[src/rtl/core/pffr_pkg.sv]
`timescale 1ns / 1ps
`default_nettype none

package pffr_pkg;

    // default sizes of the page table and the frame-owner table
    localparam int PAGES_DEF  = 1024;
    localparam int FRAMES_DEF = 256;

    // fixed field widths
    localparam int PAGE_W     = 10;
    localparam int FRAME_W    = 8;
    localparam int RIGHTS_W   = 2;
    localparam int ACTION_W   = 2;
    localparam int CNT_W      = 32;
    localparam int NFR_W      = 9;
    localparam int LFSR_W     = 16;
    localparam int CFG_IDX_W  = 2;
    localparam int CFG_DATA_W = 16;
    localparam int IN_DATA_W  = 16;
    localparam int OUT_DATA_W = 120;

    // remainder unit: quotient bits retired per cycle
    localparam int MOD_STEPS  = 4;

    // reset value of the frames-in-use register
    localparam logic [NFR_W-1:0] FRAMES_RST = 9'd256;

    // page rights
    localparam logic [RIGHTS_W-1:0] RIGHT_NONE = 2'd0;
    localparam logic [RIGHTS_W-1:0] RIGHT_READ = 2'd1;
    localparam logic [RIGHTS_W-1:0] RIGHT_RW   = 2'd3;

    // result actions
    localparam logic [ACTION_W-1:0] ACT_LOAD    = 2'd0;
    localparam logic [ACTION_W-1:0] ACT_UPGRADE = 2'd1;
    localparam logic [ACTION_W-1:0] ACT_NONE    = 2'd2;

    // configuration register indexes
    localparam logic [CFG_IDX_W-1:0] CFG_POLICY = 2'd0;
    localparam logic [CFG_IDX_W-1:0] CFG_FRAMES = 2'd1;
    localparam logic [CFG_IDX_W-1:0] CFG_SEED   = 2'd2;

    // controller states
    typedef enum logic [2:0] {
        ST_CLEAR,
        ST_IDLE,
        ST_LOOKUP,
        ST_VICTIM,
        ST_OWNER,
        ST_EVICT,
        ST_UPDATE,
        ST_OUT
    } t_state;

    // controller to datapath
    typedef struct packed {
        logic clear;
        logic accept;
        logic lookup;
        logic owner_chk;
        logic evict;
        logic update;
        logic out_load;
    } t_cmd;

    // datapath to controller
    typedef struct packed {
        logic clear_done;
        logic in_range;
        logic victim_ok;
        logic need_evict;
        logic out_free;
    } t_status;

    // result item, last field in the lowest bits
    typedef struct packed {
        logic [CNT_W-1:0]    write_total;
        logic [CNT_W-1:0]    read_total;
        logic [CNT_W-1:0]    fault_total;
        logic [RIGHTS_W-1:0] new_rights;
        logic                write_back;
        logic [PAGE_W-1:0]   evicted_page;
        logic                evicted_valid;
        logic [FRAME_W-1:0]  frame;
        logic [ACTION_W-1:0] action;
    } t_result;

endpackage

`default_nettype wire

[src/rtl/core/pffr_ctrl.sv]
`timescale 1ns / 1ps
`default_nettype none

module pffr_ctrl
    import pffr_pkg::*;
(
    input  wire logic    i_clk,
    input  wire logic    i_rst_n,
    input  wire logic    i_in_valid,
    output logic         o_in_ready,
    input  wire t_status i_status,
    output t_cmd         o_cmd
);

    t_state r_state;
    t_state n_state;

    // state register
    always_ff @(posedge i_clk) begin
        if (!i_rst_n) begin
            r_state <= ST_CLEAR;
        end else begin
            r_state <= n_state;
        end
    end

    // next state
    always_comb begin
        n_state = r_state;
        unique case (r_state)
            ST_CLEAR: begin
                if (i_status.clear_done) n_state = ST_IDLE;
            end
            ST_IDLE: begin
                if (i_in_valid) n_state = ST_LOOKUP;
            end
            ST_LOOKUP: begin
                n_state = i_status.in_range ? ST_VICTIM : ST_OUT;
            end
            ST_VICTIM: begin
                if (i_status.victim_ok) n_state = ST_OWNER;
            end
            ST_OWNER: begin
                n_state = i_status.need_evict ? ST_EVICT : ST_UPDATE;
            end
            ST_EVICT: begin
                n_state = ST_UPDATE;
            end
            ST_UPDATE: begin
                n_state = ST_OUT;
            end
            ST_OUT: begin
                if (i_status.out_free) n_state = ST_IDLE;
            end
            default: n_state = ST_CLEAR;
        endcase
    end

    // commands
    always_comb begin
        o_cmd      = '0;
        o_in_ready = 1'b0;
        unique case (r_state)
            ST_CLEAR: begin
                o_cmd.clear = 1'b1;
            end
            ST_IDLE: begin
                o_in_ready   = 1'b1;
                o_cmd.accept = i_in_valid;
            end
            ST_LOOKUP: begin
                o_cmd.lookup = 1'b1;
            end
            ST_VICTIM: begin
            end
            ST_OWNER: begin
                o_cmd.owner_chk = 1'b1;
            end
            ST_EVICT: begin
                o_cmd.evict = 1'b1;
            end
            ST_UPDATE: begin
                o_cmd.update = 1'b1;
            end
            ST_OUT: begin
                o_cmd.out_load = i_status.out_free;
            end
            default: begin
            end
        endcase
    end

endmodule

`default_nettype wire

[config.mk]
export PLATFORM = sky130hd
export DESIGN_NAME = pffr_ctrl
export DESIGN_NICKNAME = d
export VERILOG_FILES = /design/src/rtl/core/pffr_pkg.sv /design/src/rtl/core/pffr_ctrl.sv
export SDC_FILE = /design/constraint.sdc
export NUM_CORES = 1
export LEC_CHECK = 0
export BUFFER_PORTS_ARGS = -buffer_cell sky130_fd_sc_hd__buf_2
export CORE_AREA = 2 2 39 41
export CTS_CLUSTER_DIAMETER = 100
export DETAILED_ROUTE_END_ITERATION = 12
export DIE_AREA = 0 0 41 43
export MAX_ROUTING_LAYER = met4
export PLACE_DENSITY = 0.48
export SLEW_MARGIN = 20
export SYNTH_ARGS = -nofsm -noshare
export SYNTH_HDL_FRONTEND = slang
export SYNTH_SLANG_ARGS = --single-unit
[constraint.sdc]
create_clock -name i_clk -period 1.6 [get_ports i_clk]
set_input_delay 0.48 -clock i_clk [delete_from_list [all_inputs] [get_ports i_clk]]
set_output_delay 0.48 -clock i_clk [all_outputs]
set_load 0.01 [all_outputs]
Word level (Yosys, flattened, before mapping)
Cells that the tools add are included.

cells by class
  reduce and logical (&&, ||, !) cells = 2
  equality and inequality tests = 11
  muxes and demuxes = 15

operators by type and width
  kind                                                             number
  3-bit case mux with 8 select lines                               1
  3-bit 2-to-1 mux                                                 5
  3-bit == test, second input constant                             4
  1-bit 2-to-1 mux                                                 8
  2-bit != test, second input constant                             4
  3-bit by 2-bit == test with 1-bit output, second input constant  2
  4-bit AND reduction                                              1
  3-bit by 1-bit == test with 1-bit output, second input constant  1
  3-bit zero test                                                  1
  2-bit 2-to-1 mux                                                 1

storage, ports and cells
  word-level logic and storage cells = 29
  input bits = 8
  output and inout port bits = 8
  register bits = 3

Depth between registers and ports, before layout
Gate-level depths: netlist of the first run.

  depth in word-level cells = 3
  depth in mapped cells = 4
  depth with buffers taken out = 3

Worst setup path before layout of the first run
OpenSTA, ideal clock, no wires.

  path kind = register to output
  start = reg r_state[0]
  end = out o_cmd[5] (netlist bit)
  buffers on the path = 1
  arrival = 0.958 ns
  cell stages (with the launch flop) = 5
  required time = 1.120 ns
  slack = 0.162 ns
  cell sequence = dfxtp_1 -> buf_2 -> inv_2 -> nor3_2 -> and2_1

RTL lines
  what                    RTL line         RTL
  start, declared         pffr_ctrl.sv:15  t_state r_state;
  start signal, assigned  pffr_ctrl.sv:23  r_state <= n_state;
  end, declared           pffr_ctrl.sv:12  output t_cmd o_cmd

==> summary.txt, run 1 <==
share of layout cells above drive strength 1 - 0.560
initial antenna violation count - 0
Port Buf Inserts - 15
die height - 43 um
Worst-path clk slew - 0.04 ns
DR iter-0 viols - 10
Tmin final - 1.52 ns
post-synthesis mux area share - 0.0597
core area - 1380 um^2
worst hold slack - 0.503 ns
top cells by area, synth - dfxtp_1 24%, buf_6 9.0%, o41ai_2 6.5%
final setup fails - 0
CTS Buffer Depth - 2
Clock Sinks - 3
first-pass GRT wire length - 1.04 mm
CP required - 1.12 ns
Synth async-reset ratio - 0
Syn Nets - 39
CTS tree - built
Worst Hold Path Cells - 2
Arr. time, crit path - 1.04 ns
sequential share of the synthesized area - 0.239
Post-synth EDFFs - 0
Worst Clk Skew - 0.00987 ns
Root Driver - clkbuf_4
Max Cap Violations - 0
setup TNS - 0 ns
post-route ant nets - 0
wire length per cell - 9.98 um
XOR/XNOR share of the synthesized area - 0
critical path class - flop to primary output
global-route usage over all layers - 0.0945
Power Dens Cells - 863 nW/um^2
largest register by flop count - r_state
YS warnings - 0
Vias - 289
HPWL Detailed - 486 um
final hold vios - 0
H-tree levels - 1
Slew Limit Fails - 0
Post-synth top flop - dfxtp_1
post-synth cell types - 20
gr ovfl total - 0
Largest regs - r_state: 3 flops
Slew @ Worst Pin - 0.306 ns
worst skew pair latency - 0.24 ns
Initial Util - 0.182
Post-synth top cells - 4 x nor2_1, 3 x dfxtp_1
hold buffers post-CTS - 0
Layout Area Growth over Synthesis - 47.8%
Compound-Gate Fraction of Synth Area - 0.259
Horiz. Die Dim - 41 um
slew margin rel. - 0.794
CP Max Fanout - 6
R2R depth - 4
fin nets - 59
Ant. Diodes - 0
status - finished, final reports clean
Worst IR Drop VDD - 0.202 mV
dominant cell by count in the synthesized netlist - nor2_1
Tcrit/Tclk final - 0.947
Setup crit end kind - primary output
Post-Route WL - 659 um
Final GP Congestion - 0.779
Yosys reg bits - 3
row cnt - 14
Synth area leader - dfxtp_1
I/O Pins - 16
Residual DRC - 0
Peak Freq - 0.660 GHz
Lkg Pwr - 0.000185 uW
number of flip-flops in the largest register - 3
largest net degree at the start of global routing - 13
Detailed Routing Iterations Pass 1 - 3
post-CTS setup buffers - 0
Syn Inst Count - 31
RSZ-0062 raised after global routing - false
simple-gate share of the synthesized area - 0.303
synthesized area - 251 um^2
Avg Synthesized Cell Area - 8.11 um^2
vias in the first global route - 267
largest family of logic cells by synthesized area - simple AND/OR/NAND/NOR gates
die area - 1760 um^2
Worst setup SP type - flop
Via density - 4.38
area share of the largest cell type after synthesis - 0.239
worst min path class - input pin to flop
CTS Buf Count - 3
Synth Area in Adders - 0
[kinds of logic after synthesis]
| family | count (synthesis) |
|---|---|
| AO/OA/AOI/OAI | 8 |
| AND/OR/NAND/NOR | 14 |
| flip-flops | 3 |
| buffers and inverters | 5 |
| multiplexers | 1 |
[final cells by class]
class | count | area (um^2)
clock buffer | 4 | 26.3
fill | 165 | 1010
inverter | 2 | 7.51
multi-input combinational | 23 | 156
sequential | 3 | 63.8
tap | 16 | 20.0
timing repair buffer | 18 | 97.6
[worst max-delay path, cell delays in order, from the launching register on]
cell,delay (ns)
dfxtp_2,0.33
inv_2,0.06
nor3_2,0.16
and2_1,0.13
buf_2,0.12
[stage by stage]
| stage | utilization | total power (uW) | area (um^2) | std cells | setup WS, ns |
|---|---|---|---|---|---|
| floorplan | - | 150 | 251 | 31 | 0.162 |
| global route | 0.269 | 347 | 372 | 66 | 0.00981 |
| detailed placement | 0.247 | 181 | 342 | 62 | 0.222 |
| global placement | 0.247 | 182 | 342 | 62 | 0.226 |
| finish | 0.269 | 321 | 372 | 66 | 0.0847 |
| CTS | 0.267 | 324 | 369 | 66 | 0.0219 |
[path summary, 6_finish.rpt]
check,from,to,slack [ns]
max,r_state[0],o_cmd[5],0.08
min,i_rst_n,r_state[2],0.50
max reg2reg,r_state[2],r_state[1],0.35
min reg2reg,r_state[1],r_state[0],0.60
[power breakdown]
part | internal [uW] | switching (uW) | leakage [uW]
Sequential | 83.2 | 9.08 | 0.0000258
Clock | 93.9 | 45.2 | 0.0000150
Combinational | 44.0 | 45.3 | 0.000144
[cell usage in the layout (no fill, tap or decap)]
cell type / count
inv_2: 1
nand2b_1: 1
a21oi_1: 2
buf_2: 15
and3_1: 2
inv_1: 1
buf_4: 3
and2_1: 1
dfxtp_2: 3
nand2_1: 2
a31oi_1: 2
mux2_4: 1
o41ai_2: 1
a211oi_1: 1
nor3_1: 2
o21a_1: 1
clkbuf_4: 3
o221a_1: 1
nor2_1: 4
nor3_2: 1
nor4b_1: 1
clkbuf_1: 1
[what timing repair did]
item | CTS | global route
endpoints found under the setup margin | 5 | 4
resized for setup | 1 | 2
endpoints found under the hold margin | 0 | 0
cloned | 0 | 0
[metal layers]
metal,up-vias,routed length [um],GRT usage
met3,2,57,0.0314
li1,149,-,-
met5,-,0,-
met2,14,328,0.113
met4,0,8,0.100
met1,124,265,0.112
No activity file was read; power rests on OpenSTA's default activity.
==> inputs of run 2 (changes only) <==
==> constraint.sdc (replaced) <==
create_clock -name i_clk -period 1.6 [get_ports i_clk]
set_input_delay 0 -clock i_clk [delete_from_list [all_inputs] [get_ports i_clk]]
set_output_delay 0 -clock i_clk [all_outputs]
set_load 0.01 [all_outputs]
==> run 2 against run 1 <==
Power down 3.0%. Sequential share of layout area down 0.15 points. Core utilization down 1.4 points. Critical path type unchanged. Cell count down 3.0%. Critical endpoint unchanged.
==> summary.txt, run 2 (synthesis results as in run 1) <==
post_cts resized - 0
Worst Clk Skew - 0.00575 ns
first-pass GRT wire length - 862 um
Tmin final - 1.27 ns
final hold vios - 0
Root Driver - clkbuf_4
CP Max Fanout - 8
Vias - 286
Via density - 4.47
Layout Area Growth over Synthesis - 40.3%
reg-to-reg slack, setup - 0.42 ns
Port Buf Inserts - 15
Post-DP Area - 327 um^2
post-CTS setup buffers - 0
CTS tree - built
RSZ-0062 raised after global routing - false
row cnt - 14
Clock Sinks - 3
Lkg Pwr - 0.000174 uW
most frequent cells in the layout - 15 x buf_2, 4 x nor2_1, 3 x clkbuf_4, 3 x dfxtp_1
Largest regs - r_state: 3 flops
Worst IR Drop VDD - 0.333 mV
total power - 311 uW
final setup fails - 0
I/O Pins - 16
Slew Limit Fails - 0
CP required - 1.60 ns
fin area - 353 um^2
die height - 43 um
Slowest-stage cell, CP - dfxtp_1
Worst setup SP type - flop
crit-path max cell delay - 0.49 ns
Slew @ Worst Pin - 0.299 ns
Residual DRC - 0
Initial Util - 0.182
H-tree levels - 1
Detailed Routing Iterations Pass 1 - 1
hold buffers post-CTS - 0
Worst Hold Path Cells - 3
most common cell after layout, fill and taps aside - buf_2
crit path cell chain - inv_2 > nor3_2 > and2_1 > buf_2
CTS Buf Count - 3
post-route ant nets - 0
placed cell count - 60
worst skew pair latency - 0.24 ns
Arr. time, crit path - 1.27 ns
HPWL Detailed - 484 um
Max Cap Violations - 0
status - finished, final reports clean
die area - 1760 um^2
largest net degree at the start of global routing - 11
R2R depth - 4
post-route insts no fill - 64
gr ovfl total - 0
share of layout cells above drive strength 1 - 0.479
Ant. Diodes - 0
CTS Buffer Depth - 2
core area - 1380 um^2
worst min path class - input pin to flop
vias in the first global route - 210
fin nets - 57
Final GP Congestion - 0.706
Setup crit end kind - primary output
Power Dens Cells - 881 nW/um^2
initial antenna violation count - 0
Peak Freq - 0.786 GHz
wire length per cell - 9.92 um
Post-Route WL - 635 um
largest register by flop count - r_state
Worst-path clk slew - 0.04 ns
Tcrit/Tclk final - 0.795
global-route usage over all layers - 0.0772
setup TNS - 0 ns
critical path class - flop to primary output
slew margin rel. - 0.798
worst hold slack - 0.0221 ns
number of flip-flops in the largest register - 3
DR iter-0 viols - 0
Horiz. Die Dim - 41 um
==> run 2: changes by cell type in the layout (fill, tap and decap cells not counted) <==
cell,change
dfxtp_2,-3
dfxtp_1,+3
buf_4,-2
==> run 2: report_power, final <==
| group | total (uW) | internal [uW] | leakage [uW] | switching (uW) |
|---|---|---|---|---|
| clock | 139 | 93.9 | 0.0000150 | 45.2 |
| sequential | 96.2 | 81.8 | 0.0000246 | 14.4 |
| combinational | 75.7 | 37.7 | 0.000134 | 38.0 |
==> run 2: critical path: cells and delay by family, from the launching register on <==
family,cells,cell delay (ns)
buffers and inverters,2,0.23
DFF,1,0.49
and+or+nand+nor,2,0.32
==> run 2: worst paths after layout <==
kind                                    to        from
worst min-delay path            r_state[0]     i_rst_n
worst min register to register  r_state[1]  r_state[1]
worst max register to register  r_state[1]  r_state[2]
worst max-delay path              o_cmd[5]  r_state[0]
==> run 2: layer usage <==
layer	vias up	global-route usage	wire length, um
met3	0	0.0471	69
met1	125	0.0997	291
met5	-	-	0
met2	14	0.0906	274
met4	0	0.0400	0
li1	147	-	-
==> run 2: per-stage QoR <==
| stage | util | setup slack (ns) |
|---|---|---|
| after floorplan | - | 0.561 |
| after global routing | 0.255 | 0.221 |
| after global placement | 0.236 | 0.427 |
| after CTS | 0.255 | 0.310 |
| final | 0.255 | 0.328 |
| after detailed placement | 0.236 | 0.437 |
==> run 2: cell type report <==
cell class,count,area [um^2]
Fill cell,161,1030
Multi-Input combinational cell,23,156
Timing Repair Buffer,16,82.6
Sequential cell,3,60.1
Clock buffer,4,26.3
Tap cell,16,20.0
Inverter,2,7.51
==> inputs of run 3 (changes only) <==
--- a/config.mk
+++ b/config.mk
@@ -5,13 +5,14 @@
 export SDC_FILE = /design/constraint.sdc
 export NUM_CORES = 1
 export LEC_CHECK = 0
+export ABC_AREA = 1
 export BUFFER_PORTS_ARGS = -buffer_cell sky130_fd_sc_hd__buf_2
 export CORE_AREA = 2 2 39 41
 export CTS_CLUSTER_DIAMETER = 100
 export DETAILED_ROUTE_END_ITERATION = 12
 export DIE_AREA = 0 0 41 43
 export MAX_ROUTING_LAYER = met4
-export PLACE_DENSITY = 0.48
+export PLACE_DENSITY = 0.54
 export SLEW_MARGIN = 20
 export SYNTH_ARGS = -nofsm -noshare
 export SYNTH_HDL_FRONTEND = slang
==> constraint.sdc (replaced) <==
create_clock -name i_clk -period 1.1 [get_ports i_clk]
set_input_delay 0 -clock i_clk [delete_from_list [all_inputs] [get_ports i_clk]]
set_output_delay 0 -clock i_clk [all_outputs]
set_load 0.01 [all_outputs]
==> run 3 against run 2 <==
Die area stayed put. Worst hold slack gained 0.051 ns. Register-to-register slack worse by 0.36 ns. Setup slack got worse by 0.28 ns.
==> summary.txt, run 3 <==
DR iter-0 viols - 4
Arr. time, crit path - 1.05 ns
Slew @ Worst Pin - 0.193 ns
Initial Util - 0.223
GR peak layer - met2
Lkg Pwr - 0.000291 uW
dominant cell by count in the synthesized netlist - inv_1
largest net degree at the start of global routing - 10
final hold vios - 0
Post-synth top cells - 12 x inv_1, 10 x nand2_1, 6 x nor2_1, 4 x nand3_2
RSZ-0062 raised after global routing - true
pre-CTS setup slack - 0.0225 ns
Syn Nets - 59
multi-input combinational cell area - 233 um^2
fillers - 149
worst skew pair latency - 0.22 ns
top cells by area, synth - dfxtp_1 19%, inv_1 15%, nand3_2 13%
initial antenna violation count - 0
CP Max Fanout - 6
crit-path max cell delay - 0.36 ns
Post-synth top flop - dfxtp_1
gr ovfl total - 0
post-synth cell types - 18
Power Dens Cells - 1250 nW/um^2
worst min path class - input pin to flop
Post-Route WL - 766 um
Tcrit/Tclk final - 0.957
critical path class - flop to primary output
Vias - 390
Via density - 4.24
GRT met1 Usage - 0.106
fin nets - 85
H-tree levels - 1
Largest regs - r_state: 3 flops
Slew Limit Fails - 0
Port Buf Inserts - 15
sequential share of the synthesized area - 0.194
crit path cell chain - buf_6 > nor3_1 > buf_2
vias in the first global route - 328
share of layout cells above drive strength 1 - 0.566
placed cell count - 82
status - finished, final reports clean
Detailed Routing Iterations Pass 1 - 4
die height - 43 um
area share of the largest cell type after synthesis - 0.194
Post-synth EDFFs - 0
Residual DRC - 0
HPWL Detailed - 565 um
CP required - 1.10 ns
most common cell after layout, fill and taps aside - buf_2
final setup fails - 0
Layout Area Growth over Synthesis - 76.5%
Final WS setup - 0.0473 ns
CTS Buf Count - 3
I/O Pins - 16
CTS Buffer Depth - 2
Horiz. Die Dim - 41 um
Worst setup SP type - flop
met3 Use GR - 0
Reg area - 71.3 um^2
post-route insts no fill - 92
die area - 1760 um^2
wire length per cell - 8.33 um
slew margin rel. - 0.871
Tmin final - 1.05 ns
Setup crit end kind - primary output
Synth async-reset ratio - 0
most frequent cells in the layout - 14 x buf_2, 10 x nand2_1, 9 x inv_1, 5 x nor2_1, 4 x buf_4
global-route usage over all layers - 0.0894
setup TNS - 0 ns
Yosys reg bits - 3
Max Cap Violations - 0
largest register by flop count - r_state
CTS tree - built
global-route met2 utilization - 0.150
Root Driver - clkbuf_4
synthesized area - 309 um^2
first-pass GRT wire length - 1.11 mm
Synth area leader - dfxtp_1
Avg Synthesized Cell Area - 6.06 um^2
total power - 684 uW
Ant. Diodes - 0
Worst Clk Skew - 0.00102 ns
Worst IR Drop VDD - 0.505 mV
row cnt - 14
Syn Inst Count - 51
Peak Freq - 0.950 GHz
post-route ant nets - 0
Worst-path clk slew - 0.04 ns
Slowest-stage cell, CP - dfxtp_4
YS warnings - 0
Final GP Congestion - 0.798
number of flip-flops in the largest register - 3
Clock Sinks - 3
core area - 1380 um^2
[run 3: per-layer routing]
metal  up-vias  wire (um)
met5         -          0
met4         0          0
met3         0         48
met2        15        416
met1       166        302
li1        209          -
[run 3: cell families after synthesis]
logic type / Yosys count / share of synthesized area
compound gates: 7 / 0.150
buf+inv: 14 / 0.174
simple gates: 27 / 0.482
flops: 3 / 0.194
[run 3: where the power goes]
part	switching (uW)	internal, uW	leakage, uW
Clock	48.5	135	0.0000150
Combinational	173	159	0.000249
Sequential	37.7	131	0.0000267
Total	259	425	0.000291
[run 3: stage by stage]
step                instance area [um^2]   util  hold slack [ns]
finish                               546  0.394           0.0734
global route                         546  0.394           0.0831
CTS                                  474  0.343           0.0672
detailed placement                   407  0.294            0.227
global placement                     407  0.294            0.222
floorplan                            309      -           0.0871
[run 3: critical path, delay by kind of cell (launching register included)]
kind	cells	cell delay, ns
DFF	1	0.36
buffers and inverters	2	0.29
and+or+nand+nor	1	0.19
[run 3: cell type report]
class,count,share of cell area
multi-input combinational,34,0.427
timing repair buffer,22,0.264
sequential,3,0.131
inverter,13,0.0940
clock buffer,4,0.0482
tap,16,0.0367
[run 3: path summary, 6_finish.rpt]
| kind | startpoint | endpoint | slack [ns] | cells after the start |
|---|---|---|---|---|
| worst max-delay path | r_state[1] | o_cmd[6] | 0.05 | 3 |
| worst min-delay path | i_status[3] | r_state[2] | 0.07 | 4 |
| worst max register to register | r_state[2] | r_state[2] | 0.06 | 7 |
| worst min register to register | r_state[0] | r_state[2] | 0.66 | 4 |
[run 3: timing repair]
action	CTS	global route
gates resized for setup	7	16
endpoints found under the hold margin	1	0
pin swaps	1	3
cloned	0	0
hold buffers	1	0
setup endpoints to repair	6	7
buffers inserted	2	3
